--- config.mk ---
export PLATFORM = sky130hd
export DESIGN_NAME = dda_line_rasterizer_unit_flat
export DESIGN_NICKNAME = d
export VERILOG_FILES = /design/src/design/dda_pkg.sv /design/src/design/dda_cmd_if.sv /design/src/design/dda_pix_if.sv /design/src/design/dda_line_rasterizer_unit.sv /design/src/design/dda_div.sv /design/src/flat_wrapper.sv
export SDC_FILE = /design/constraint.sdc
export NUM_CORES = 1
export LEC_CHECK = 0
export ABC_CLOCK_PERIOD_IN_PS = 4350
export BUFFER_PORTS_ARGS = -buffer_cell sky130_fd_sc_hd__clkbuf_2
export CAP_MARGIN = 20
export CORE_MARGIN = 5
export CORE_UTILIZATION = 30
export DETAILED_ROUTE_END_ITERATION = 7
export GPL_ROUTABILITY_DRIVEN = 0
export SLEW_MARGIN = 20
export SYNTH_ARGS = -nofsm -noshare
export SYNTH_HDL_FRONTEND = slang
export SYNTH_SLANG_ARGS = --single-unit
--- constraint.sdc ---
create_clock -name clk -period 4.35 [get_ports clk]
set_input_delay 0 -clock clk [delete_from_list [all_inputs] [get_ports clk]]
set_output_delay 0 -clock clk [all_outputs]
set_load 0.02 [all_outputs]
--- src/design/dda_pkg.sv ---
// Shared types, widths and codes for the DDA line rasterizer.
package dda_pkg;

    localparam int COORD_BITS   = 9;
    localparam int FRAC_BITS    = 16;
    localparam int ACC_BITS     = COORD_BITS + FRAC_BITS;
    localparam int STEP_BITS    = FRAC_BITS + 2;
    localparam int CNT_BITS     = COORD_BITS + 1;
    localparam int QUO_BITS     = FRAC_BITS + 1;
    localparam int DIV_CNT_BITS = $clog2(FRAC_BITS + 1);

    localparam logic [DIV_CNT_BITS-1:0] DIV_LAST = DIV_CNT_BITS'(FRAC_BITS);
    localparam logic [ACC_BITS-1:0]     ACC_HALF = ACC_BITS'(1) << (FRAC_BITS - 1);

    // Request opcodes
    typedef enum logic
    {
        FUNC_LOAD    = 1'b0,
        FUNC_ADVANCE = 1'b1
    } func_t;

    typedef struct packed
    {
        func_t                 func;
        logic [COORD_BITS-1:0] x_start;
        logic [COORD_BITS-1:0] y_start;
        logic [COORD_BITS-1:0] x_end;
        logic [COORD_BITS-1:0] y_end;
    } cmd_t;

    typedef struct packed
    {
        logic [COORD_BITS-1:0] pixel_x;
        logic [COORD_BITS-1:0] pixel_y;
        logic                  last_pixel;
    } pix_t;

    // Sequencer to divider
    typedef struct packed
    {
        logic                  start;
        logic [COORD_BITS-1:0] dividend;
        logic [COORD_BITS-1:0] divisor;
    } div_req_t;

    // Divider to sequencer
    typedef struct packed
    {
        logic                done;
        logic [QUO_BITS-1:0] quotient;
    } div_rsp_t;

endpackage

--- src/design/dda_cmd_if.sv ---
// Request channel carrying load and advance commands.
interface dda_cmd_if;
    logic          valid;
    logic          ready;
    dda_pkg::cmd_t payload;

    modport source (output valid, output payload, input ready);
    modport sink   (input valid, input payload, output ready);
endinterface

--- src/design/dda_pix_if.sv ---
// Result channel carrying emitted pixels.
interface dda_pix_if;
    logic          valid;
    logic          ready;
    dda_pkg::pix_t payload;

    modport source (output valid, output payload, input ready);
    modport sink   (input valid, input payload, output ready);
endinterface

--- src/design/dda_line_rasterizer_unit.sv ---
// DDA line rasterizer top level: command sequencer, accumulators, output register.
// A load request keeps the unit busy while one shared serial divider works out
// the x and the y increment in turn, one quotient bit per cycle, and then the
// unit is ready again; a zero-length line does not make it busy at all.
// An advance request emits one pixel into the output register; a new request
// is taken whenever that register is empty or being drained, so pixels stream
// at one per clock. Loads emit nothing, and advances with no active line are
// absorbed silently.
module dda_line_rasterizer_unit
(
    input  logic   clk,
    input  logic   rst_n,
    dda_cmd_if.sink   cmd,
    dda_pix_if.source pix
);

    typedef enum logic [1:0]
    {
        ST_IDLE,
        ST_DIV_X,
        ST_DIV_Y
    } state_t;

    state_t                           state_reg, state_next;
    logic [dda_pkg::ACC_BITS-1:0]     accum_x_reg, accum_x_next;
    logic [dda_pkg::ACC_BITS-1:0]     accum_y_reg, accum_y_next;
    logic [dda_pkg::STEP_BITS-1:0]    step_x_reg, step_x_next;
    logic [dda_pkg::STEP_BITS-1:0]    step_y_reg, step_y_next;
    logic [dda_pkg::CNT_BITS-1:0]     steps_left_reg, steps_left_next;
    logic                             active_reg, active_next;
    logic                             neg_x_reg, neg_x_next;
    logic                             neg_y_reg, neg_y_next;
    logic [dda_pkg::COORD_BITS-1:0]   mag_y_reg, mag_y_next;
    logic [dda_pkg::COORD_BITS-1:0]   len_reg, len_next;
    logic                             out_valid_reg, out_valid_next;
    dda_pkg::pix_t                    out_reg, out_next;

    logic                             accept;
    logic                             neg_x, neg_y;
    logic [dda_pkg::COORD_BITS-1:0]   mag_x, mag_y, len;
    logic [dda_pkg::STEP_BITS-1:0]    quo_ext, quo_neg;
    dda_pkg::div_req_t                div_req;
    dda_pkg::div_rsp_t                div_rsp;

    dda_div u_div
    (
        .clk   (clk),
        .rst_n (rst_n),
        .req   (div_req),
        .rsp   (div_rsp)
    );

    // Handshake
    assign cmd.ready   = (state_reg == ST_IDLE) && (!out_valid_reg || pix.ready);
    assign accept      = cmd.valid && cmd.ready;
    assign pix.valid   = out_valid_reg;
    assign pix.payload = out_reg;

    // Endpoint differences and step count
    assign neg_x = cmd.payload.x_end < cmd.payload.x_start;
    assign neg_y = cmd.payload.y_end < cmd.payload.y_start;
    assign mag_x = neg_x ? (cmd.payload.x_start - cmd.payload.x_end)
                         : (cmd.payload.x_end - cmd.payload.x_start);
    assign mag_y = neg_y ? (cmd.payload.y_start - cmd.payload.y_end)
                         : (cmd.payload.y_end - cmd.payload.y_start);
    assign len   = (mag_x >= mag_y) ? mag_x : mag_y;

    // Quotient magnitude to signed increment
    assign quo_ext = {1'b0, div_rsp.quotient};
    assign quo_neg = -quo_ext;

    always_comb
    begin
        state_next      = state_reg;
        accum_x_next    = accum_x_reg;
        accum_y_next    = accum_y_reg;
        step_x_next     = step_x_reg;
        step_y_next     = step_y_reg;
        steps_left_next = steps_left_reg;
        active_next     = active_reg;
        neg_x_next      = neg_x_reg;
        neg_y_next      = neg_y_reg;
        mag_y_next      = mag_y_reg;
        len_next        = len_reg;
        out_valid_next  = out_valid_reg && !pix.ready;
        out_next        = out_reg;
        div_req.start    = 1'b0;
        div_req.dividend = mag_x;
        div_req.divisor  = len;

        case (state_reg)
            ST_IDLE:
            begin
                if (accept && (cmd.payload.func == dda_pkg::FUNC_LOAD))
                begin
                    if (len == '0)
                    begin
                        active_next     = 1'b0;
                        steps_left_next = '0;
                    end
                    else
                    begin
                        // Start accumulators at the start point plus one half
                        accum_x_next = {cmd.payload.x_start, {dda_pkg::FRAC_BITS{1'b0}}}
                                       | dda_pkg::ACC_HALF;
                        accum_y_next = {cmd.payload.y_start, {dda_pkg::FRAC_BITS{1'b0}}}
                                       | dda_pkg::ACC_HALF;
                        steps_left_next = {1'b0, len};
                        active_next     = 1'b0;
                        neg_x_next      = neg_x;
                        neg_y_next      = neg_y;
                        mag_y_next      = mag_y;
                        len_next        = len;
                        div_req.start   = 1'b1;
                        state_next      = ST_DIV_X;
                    end
                end
                else if (accept && active_reg)
                begin
                    // Emit current pixel, then step
                    out_valid_next     = 1'b1;
                    out_next.pixel_x   = accum_x_reg[dda_pkg::ACC_BITS-1:dda_pkg::FRAC_BITS];
                    out_next.pixel_y   = accum_y_reg[dda_pkg::ACC_BITS-1:dda_pkg::FRAC_BITS];
                    out_next.last_pixel = (steps_left_reg == dda_pkg::CNT_BITS'(1));
                    accum_x_next = accum_x_reg + {{(dda_pkg::ACC_BITS - dda_pkg::STEP_BITS)
                                   {step_x_reg[dda_pkg::STEP_BITS-1]}}, step_x_reg};
                    accum_y_next = accum_y_reg + {{(dda_pkg::ACC_BITS - dda_pkg::STEP_BITS)
                                   {step_y_reg[dda_pkg::STEP_BITS-1]}}, step_y_reg};
                    steps_left_next = steps_left_reg - 1'b1;
                    if (steps_left_reg == dda_pkg::CNT_BITS'(1))
                    begin
                        active_next = 1'b0;
                    end
                end
            end
            ST_DIV_X:
            begin
                if (div_rsp.done)
                begin
                    step_x_next      = neg_x_reg ? quo_neg : quo_ext;
                    div_req.start    = 1'b1;
                    div_req.dividend = mag_y_reg;
                    div_req.divisor  = len_reg;
                    state_next       = ST_DIV_Y;
                end
            end
            ST_DIV_Y:
            begin
                if (div_rsp.done)
                begin
                    step_y_next = neg_y_reg ? quo_neg : quo_ext;
                    active_next = 1'b1;
                    state_next  = ST_IDLE;
                end
            end
            default:
            begin
                state_next = ST_IDLE;
            end
        endcase
    end

    always_ff @(posedge clk or negedge rst_n)
    begin
        if (!rst_n)
        begin
            state_reg      <= ST_IDLE;
            accum_x_reg    <= '0;
            accum_y_reg    <= '0;
            step_x_reg     <= '0;
            step_y_reg     <= '0;
            steps_left_reg <= '0;
            active_reg     <= 1'b0;
            neg_x_reg      <= 1'b0;
            neg_y_reg      <= 1'b0;
            mag_y_reg      <= '0;
            len_reg        <= '0;
            out_valid_reg  <= 1'b0;
            out_reg        <= '0;
        end
        else
        begin
            state_reg      <= state_next;
            accum_x_reg    <= accum_x_next;
            accum_y_reg    <= accum_y_next;
            step_x_reg     <= step_x_next;
            step_y_reg     <= step_y_next;
            steps_left_reg <= steps_left_next;
            active_reg     <= active_next;
            neg_x_reg      <= neg_x_next;
            neg_y_reg      <= neg_y_next;
            mag_y_reg      <= mag_y_next;
            len_reg        <= len_next;
            out_valid_reg  <= out_valid_next;
            out_reg        <= out_next;
        end
    end

    // No request is taken while the divider works
    a_busy_not_ready: assert property (@(posedge clk) disable iff (!rst_n)
        (state_reg != ST_IDLE) |-> !cmd.ready)
        else $error("request taken during increment division");

    // Divider completes only while the sequencer waits for it
    a_div_done_state: assert property (@(posedge clk) disable iff (!rst_n)
        div_rsp.done |-> (state_reg == ST_DIV_X || state_reg == ST_DIV_Y))
        else $error("divider completion outside a division phase");

    // An active line always has pixels left
    a_active_count: assert property (@(posedge clk) disable iff (!rst_n)
        active_reg |-> (steps_left_reg != '0))
        else $error("active line with no steps left");

    // An advance on an active line yields a pixel next cycle
    a_advance_emits: assert property (@(posedge clk) disable iff (!rst_n)
        (accept && cmd.payload.func == dda_pkg::FUNC_ADVANCE && active_reg)
        |=> pix.valid)
        else $error("advance on active line produced no pixel");

endmodule

--- src/design/dda_div.sv ---
// Radix-2 restoring divider: (dividend << FRAC_BITS) / divisor, dividend <= divisor.
module dda_div
(
    input  logic              clk,
    input  logic              rst_n,
    input  dda_pkg::div_req_t req,
    output dda_pkg::div_rsp_t rsp
);

    logic                              busy_reg, busy_next;
    logic                              done_reg, done_next;
    logic [dda_pkg::DIV_CNT_BITS-1:0]  cnt_reg, cnt_next;
    logic [dda_pkg::CNT_BITS-1:0]      rem_reg, rem_next;
    logic [dda_pkg::QUO_BITS-1:0]      quo_reg, quo_next;
    logic [dda_pkg::COORD_BITS-1:0]    den_reg, den_next;
    logic [dda_pkg::CNT_BITS-1:0]      diff;
    logic                              ge;
    logic [dda_pkg::CNT_BITS-1:0]      rem_sel;

    // One quotient bit per cycle: compare, subtract, shift
    assign ge      = rem_reg >= {1'b0, den_reg};
    assign diff    = rem_reg - {1'b0, den_reg};
    assign rem_sel = ge ? diff : rem_reg;

    always_comb
    begin
        busy_next = busy_reg;
        done_next = 1'b0;
        cnt_next  = cnt_reg;
        rem_next  = rem_reg;
        quo_next  = quo_reg;
        den_next  = den_reg;
        if (req.start)
        begin
            busy_next = 1'b1;
            cnt_next  = '0;
            rem_next  = {1'b0, req.dividend};
            quo_next  = '0;
            den_next  = req.divisor;
        end
        else if (busy_reg)
        begin
            quo_next = {quo_reg[dda_pkg::QUO_BITS-2:0], ge};
            rem_next = {rem_sel[dda_pkg::CNT_BITS-2:0], 1'b0};
            cnt_next = cnt_reg + 1'b1;
            if (cnt_reg == dda_pkg::DIV_LAST)
            begin
                busy_next = 1'b0;
                done_next = 1'b1;
            end
        end
    end

    always_ff @(posedge clk or negedge rst_n)
    begin
        if (!rst_n)
        begin
            busy_reg <= 1'b0;
            done_reg <= 1'b0;
            cnt_reg  <= '0;
            rem_reg  <= '0;
            quo_reg  <= '0;
            den_reg  <= '0;
        end
        else
        begin
            busy_reg <= busy_next;
            done_reg <= done_next;
            cnt_reg  <= cnt_next;
            rem_reg  <= rem_next;
            quo_reg  <= quo_next;
            den_reg  <= den_next;
        end
    end

    assign rsp.done     = done_reg;
    assign rsp.quotient = quo_reg;

endmodule

--- src/flat_wrapper.sv ---
// flat-port wrapper written by rule: the top's interface ports become plain ports
module dda_line_rasterizer_unit_flat 
  (clk, rst_n, cmd_valid, cmd_payload, cmd_ready, pix_valid, pix_payload, pix_ready);
  dda_cmd_if cmd_i ();
  dda_pix_if pix_i ();
  input  logic clk;
  input  logic rst_n;
  input wire logic [$bits(cmd_i.valid)-1:0] cmd_valid;
  input wire logic [$bits(cmd_i.payload)-1:0] cmd_payload;
  output wire logic [$bits(cmd_i.ready)-1:0] cmd_ready;
  output wire logic [$bits(pix_i.valid)-1:0] pix_valid;
  output wire logic [$bits(pix_i.payload)-1:0] pix_payload;
  input wire logic [$bits(pix_i.ready)-1:0] pix_ready;
  assign cmd_i.valid = cmd_valid;
  assign cmd_i.payload = cmd_payload;
  assign cmd_ready = cmd_i.ready;
  assign pix_valid = pix_i.valid;
  assign pix_payload = pix_i.payload;
  assign pix_i.ready = pix_ready;
  dda_line_rasterizer_unit u_core (.clk(clk), .rst_n(rst_n), .cmd(cmd_i), .pix(pix_i));
endmodule
# ---- Yosys cells after proc, flatten, opt, wreduce, memory -nomap -nowiden
# Cells that the tools add are included.
dict set report totals {
  reg_bits 182
  in_bits 41
  out_inout_bits 21
  wordCells 115
}
dict set report op_classes {
  add_sub_neg 10
  order_cmp 4
  n_eq_ne 11
  muxes 45
  n_bitwise 3
  reduce_logical 21
}
# cell count
set op_table {}
lappend op_table {{$mux W25} 6}
lappend op_table {{$mux W18} 3}
lappend op_table {{$add A25 B25 Y25} 2}
lappend op_table {{$mux W9} 5}
lappend op_table {{$sub A9 B9 Y9} 5}
lappend op_table {{$mux W10} 4}
lappend op_table {{$mux W17} 2}
lappend op_table {{$mux W19} 1}
lappend op_table {{$lt A9 B9 Y1} 2}
lappend op_table {{$neg A17 Y18} 1}
lappend op_table {{$mux W1} 15}
lappend op_table {{$eq A10 B1 Y1 const B} 1}
lappend op_table {{$ge A10 B9 Y1} 1}
lappend op_table {{$mux W5} 2}
lappend op_table {{$ne A2 B2 Y1 const B} 5}
lappend op_table {{$sub A10 B1 Y10 const B} 1}
lappend op_table {{$ge A9 B9 Y1} 1}
lappend op_table {{$logic_not A9 Y1} 1}
lappend op_table {{$reduce_and A3 Y1} 3}
lappend op_table {{$mux W2} 4}
lappend op_table {{$reduce_and A4 Y1} 2}
lappend op_table {{$ne A3 B3 Y1 const B} 2}
lappend op_table {{$pmux W2 S3} 1}
lappend op_table {{$reduce_and A2 Y1} 3}
lappend op_table {{11 further kinds} 21}

# ---- Longest topological paths before layout
dict set report logic_depth {
  ltp_word 9
  depth_mapped 23
  depth_no_buf 21
}

# ---- Cells and area by module
# A second synthesis with hierarchy kept.
dict set report unflattened {
  cells_unflattened 1504
  area_unflattened_um2 13077.5
}
# mod n_inst cells_each area_per_inst_um2
set modules_own_cells {}
lappend modules_own_cells {dda_line_rasterizer_unit 1 1271 10754.1}
lappend modules_own_cells {dda_div 1 233 2323.5}

# ---- Worst setup path before layout
# Ideal clock, no wire load.
dict set report synth_path {
  path_type {input-to-reg}
  from {in cmd_payload[35]}
  to {reg u_core.accum_x_reg[20] (netlist bit)}
  setup_ns 0.125
  t_arrival_ns 4.030
  required_time_ns 4.225
  setup_slack_ns 0.194
  path_stages 21
  path_buffers 3
  path_cell_list {inv_1 -> ha_1 -> a21o_1 -> nor3_1 -> and3_1 -> buf_2 -> a211oi_1 -> a211oi_1 -> ha_1 -> a2111oi_0 -> o21ai_0 -> a21oi_1 -> or2_2 -> clkbuf_1 -> o311a_1 -> and4_1 -> o22ai_2 -> o21ai_4 -> nand2_4 -> buf_6 -> mux2_4}
}
dict set report synth_between {
  elab_chain_len 7
}
# element line_no
set synth_rtl {}
lappend synth_rtl {{start: declaration} flat_wrapper.sv:9} ;# input wire logic [$bits(cmd_i.payload)-1:0] cmd_payload;
lappend synth_rtl {{$sub A9 B9 Y9 (tied with other cells)} dda_line_rasterizer_unit.sv:63} ;# : (cmd.payload.x_end - cmd.payload.x_start);
lappend synth_rtl {{$mux W9 *} dda_line_rasterizer_unit.sv:62} ;# assign mag_x = neg_x ? (cmd.payload.x_start - cmd.payload.x_end)
lappend synth_rtl {{$ge A9 B9 Y1} dda_line_rasterizer_unit.sv:66} ;# assign len = (mag_x >= mag_y) ? mag_x : mag_y;
lappend synth_rtl {{$mux W9 *} dda_line_rasterizer_unit.sv:66}
lappend synth_rtl {{$logic_not A9 Y1 *} dda_line_rasterizer_unit.sv:96} ;# if (len == '0)
lappend synth_rtl {{$ne A2 B2 Y1 (no source line) *} n/a}
lappend synth_rtl {{$reduce_and A3 Y1 (no source line) *} n/a}
lappend synth_rtl {{end signal: assignment} dda_line_rasterizer_unit.sv:184} ;# accum_x_reg <= accum_x_next;
lappend synth_rtl {{end: declaration} dda_line_rasterizer_unit.sv:25} ;# logic [dda_pkg::ACC_BITS-1:0] accum_x_reg, accum_x_next;
# Mark *: on every way between the ends. The rest lies on a longest branch, timed or not.
# A chain may end at the register's enable or synchronous reset.

# ---- Worst setup path in the final report
dict set report layout_path {
  from {in cmd_payload[18]}
  to {reg u_core.accum_x_reg[20] (netlist bit)}
}
dict set report layout_between {
  elab_chain_len 7
}
# element line_no
set layout_rtl {}
lappend layout_rtl {{$sub A9 B9 Y9 (tied with other cells)} dda_line_rasterizer_unit.sv:65} ;# : (cmd.payload.y_end - cmd.payload.y_start);
lappend layout_rtl {{$mux W9 *} dda_line_rasterizer_unit.sv:64} ;# assign mag_y = neg_y ? (cmd.payload.y_start - cmd.payload.y_end)
lappend layout_rtl {{$ge A9 B9 Y1} dda_line_rasterizer_unit.sv:66}
lappend layout_rtl {{$mux W9 *} dda_line_rasterizer_unit.sv:66}
lappend layout_rtl {{$logic_not A9 Y1 *} dda_line_rasterizer_unit.sv:96}
lappend layout_rtl {{$ne A2 B2 Y1 (no source line) *} n/a}
lappend layout_rtl {{$reduce_and A3 Y1 (no source line) *} n/a}
# Marked as above.

==> summary.md <==
| Metric | Value |
|---|---|
| Hold path cells | 4 |
| Final min period | 4.03 ns |
| Worst r2r src | u_core.step_x_reg[7]$_DFFE_PN0P_ |
| Clock Skew | 0.0210 ns |
| Worst setup startpoint | cmd_payload[18] |
| Ports | 62 |
| Setup slack at placement | -0.200 ns |
| P&R area growth vs syn | 15.2% |
| Total global-route track usage | 0.144 |
| Final Net Count | 1748 |
| Clk buf depth | 2 |
| Die Y | 217 µm |
| Initial antenna violation count | 0 |
| Sink Count | 182 |
| Global-route wire length before repair | 56.2 mm |
| H-tree Lvls | 4 |
| Largest area contributor in the netlist | dfrtp_1 |
| Worst Slack Setup Final | 0.324 ns |
| Largest family of logic cells by synthesized area | compound AO/OA/AOI/OAI gates |
| Crit share post-route | 0.925 |
| DR WL/cell | 15.8 µm |
| Mapped Area | 12800 µm² |
| PortBufs | 61 |
| Kind of critical path | input port to register |
| Worst setup SP type | input port |
| Clock-pin slew on the worst setup and hold paths | 0.09 ns |
| Peak supply drop | 325 µV |
| Post-CTS setup buffers | 0 |
| FF-to-FF path depth | 10 |
| Yosys reg bits | 182 |
| Post-synthesis mux area share | 0.0387 |
| Sequential share of the synthesized area | 0.355 |
| Critical path's largest stage delay | 0.40 ns |
| Final Max Tran Viols | 0 |
| Number of setup violations in the final report | 0 |
| Clk Latency, worst-skew pair | 0.44 ns |
| Worst slew margin | 0.377 |
| Die area | 47000 µm² |
| Warnings, synthesis | 0 |
| Fillers | 4307 |
| Top cell type's share of synthesized area | 0.355 |
| Slowest cell on the critical path | fa_1 |
| HPWL Detailed | 25.6 mm |
| Final ANT Viol Nets | 0 |
| Vias per cell | 5.15 |
| Compound-gate portion of the synthesized area | 0.207 |
| HP Class | input port to register |
| Max FO, Critical Path | 14 |
| CTS tree | done |
| Main area contributors after synthesis | dfrtp_1 35%, ha_1 10%, nand2_1 7.2%, o21ai_0 4.8%, xor2_1 4.0% |
| Average size of a mapped cell | 8.49 µm² |
| Hold Startpoint | cmd_payload[22] |
| Worst Setup End Kind | register |
| Share of cells above drive strength 1 | 0.121 |
| Core ar. | 42100 µm² |
| Initial core utilization | 0.304 |
| RSZ-0062 raised after global routing | false |
| Rows | 75 |
| CTS root buf | clkbuf_16 |
| DRT iter0 DRCs | 636 |
| Worst-margin pin slew | 0.935 ns |
| Multi-input gate area | 7710 µm² |
| Largest net degree at the start of global routing | 101 |
| Leakage | 7.33 nW |
| Vias in the first global route | 10900 |
| Pwr per Cell Area | 661 nW/µm² |
| Routed WL | 34.0 mm |
| Post-Synth Adder-Cell Area | 0.113 |
| Routed via count | 11100 |
| First drt pass iteration count | 5 |
| WP data arrival | 4.34 ns |
| Critical path required time | 4.66 ns |
| Net Count, Synth | 1665 |
| Number of antenna diodes | 0 |
| Max cap viols | 0 |
| Synth Flop Type | dfrtp_1 |
| Post-synth EDFFs | 0 |
| Status | complete, no violations |
| Placed Cells | 2107 |
| Core Util, Final | 0.351 |
| XOR/XNOR share of the synthesized area | 0.0580 |
| Seq. cell area | 4550 µm² |
| GRT overflow | 0 |
| Distinct cells, synth | 74 |
| Pwr Total | 9.76 mW |
| Async SR Flop Fraction | 1.00 |
| Fmax | 0.248 GHz |
| Post-Syn Instances | 1512 |
| Endpoints failing hold | 0 |
| TritonCTS Buffers | 17 |
| DIE WIDTH | 217 µm |
| DRC | 0 |
| Final non-filler cell total | 2147 |
| Critical path cell sequence | clkbuf_2, inv_1, ha_1, inv_1, fa_1, nand3_1, nand2_1, a221oi_1, o21ai_0, and3_1, or2_2, ha_1, o21a_1, nor2_1, or2_2, a311o_1, nor4_2, o22ai_2, o21ai_4, buf_4, nand2_8, mux2_4 |
| Post-Synth Simple-Gate Area | 0.181 |
[cell usage after synthesis (all sizes together), types with 11 or more instances]
cell and n:
a211oi 16, a21o 35, a21oi 87, a221oi 11, a31oi 14, and3 12, buf 23, clkbuf 47
dfrtp 182, ha 105, inv 80, mux2 15, mux2i 29, nand2 247, nand2b 19, nand3 27
nor2 107, nor2b 18, nor3 27, o21a 22, o21ai 134, o22ai 37, or3 18, xnor2 27
xor2 58
[repair_timing]
item	in CTS	in global routing
endpoints found under the hold margin	89	0
hold buffers	8	0
endpoints found under the setup margin	0	73
resized for setup	0	5
[path summary, 6_finish.rpt]
kind,end,slack (ns)
max in group asynchronous,u_core.len_reg[8]$_DFFE_PN0P_,3.20
setup / recovery,u_core.accum_x_reg[20]$_DFFE_PN0P_,0.32
hold reg to reg,u_core.pix.payload[6]$_DFFE_PN0P_,0.48
hold / removal,u_core.accum_y_reg[20]$_DFFE_PN0P_,0.03
setup reg to reg,u_core.accum_x_reg[23]$_DFFE_PN0P_,0.48
min in group asynchronous,u_core.accum_y_reg[9]$_DFFE_PN0P_,0.17
[layout make-up]
| type | instances | area share |
|---|---|---|
| clock buffer | 17 | 0.0288 |
| clock inverter | 15 | 0.0136 |
| inverter | 80 | 0.0203 |
| multi-input combinational | 1180 | 0.522 |
| sequential | 182 | 0.308 |
| tap | 539 | 0.0456 |
| timing repair buffer | 134 | 0.0617 |
[placed cells by master (no fill, tap or decap), types with 27 or more instances in the layout]
| cell | n |
|---|---|
| a21o_1 | 35 |
| a21oi_1 | 86 |
| buf_4 | 62 |
| clkbuf_2 | 60 |
| dfrtp_1 | 182 |
| ha_1 | 105 |
| inv_1 | 80 |
| mux2i_1 | 29 |
| nand2_1 | 246 |
| nand3_1 | 27 |
| nor2_1 | 105 |
| nor3_1 | 27 |
| o21ai_0 | 124 |
| o22ai_1 | 36 |
| xnor2_1 | 27 |
| xor2_1 | 58 |
[worst max-delay path, delay by kind of cell]
family | cells | cell delay [ns]
muxes | 1 | 0.36
adders and majority gates | 3 | 0.87
and+or+nand+nor | 8 | 1.47
AOI/OAI and AO/OA | 6 | 1.19
buffers and inverters | 4 | 0.41
[logic make-up after synthesis]
family / after synthesis
compound gates: 423
fa+ha+maj: 112
simple gates: 516
mux: 44
flops: 182
xor+xnor: 85
buf+inv: 150
[report_power, final]
part / switching, mW / total [mW] / leakage (nW) / internal [mW]
logic: 2.81 / 5.15 / 4.74 / 2.34
clock network: 0.798 / 1.64 / 0.302 / 0.840
registers: 0.642 / 2.98 / 2.29 / 2.34
[layer usage]
layer / wire [µm] / GRT usage / vias up
li1: - / - / 5487
met1: 16000 / 0.195 / 5310
met2: 15900 / 0.238 / 227
met3: 1500 / 0.0222 / 40
met4: 653 / 0.0437 / 0
met5: 0 / 0 / -
[metrics by stage]
stage / instance area (µm²) / TNS, ns / hold WS (ns)
after floorplan: 12800 / 0 / -0.296
after global placement: 14000 / -0.742 / 0.0975
after detailed placement: 14000 / -7.70 / 0.0984
after CTS: 14800 / 0 / 0.0181
after global routing: 14800 / 0 / 0.0288
final: 14800 / 0 / 0.0261
Power figures use the tool's default switching activity.
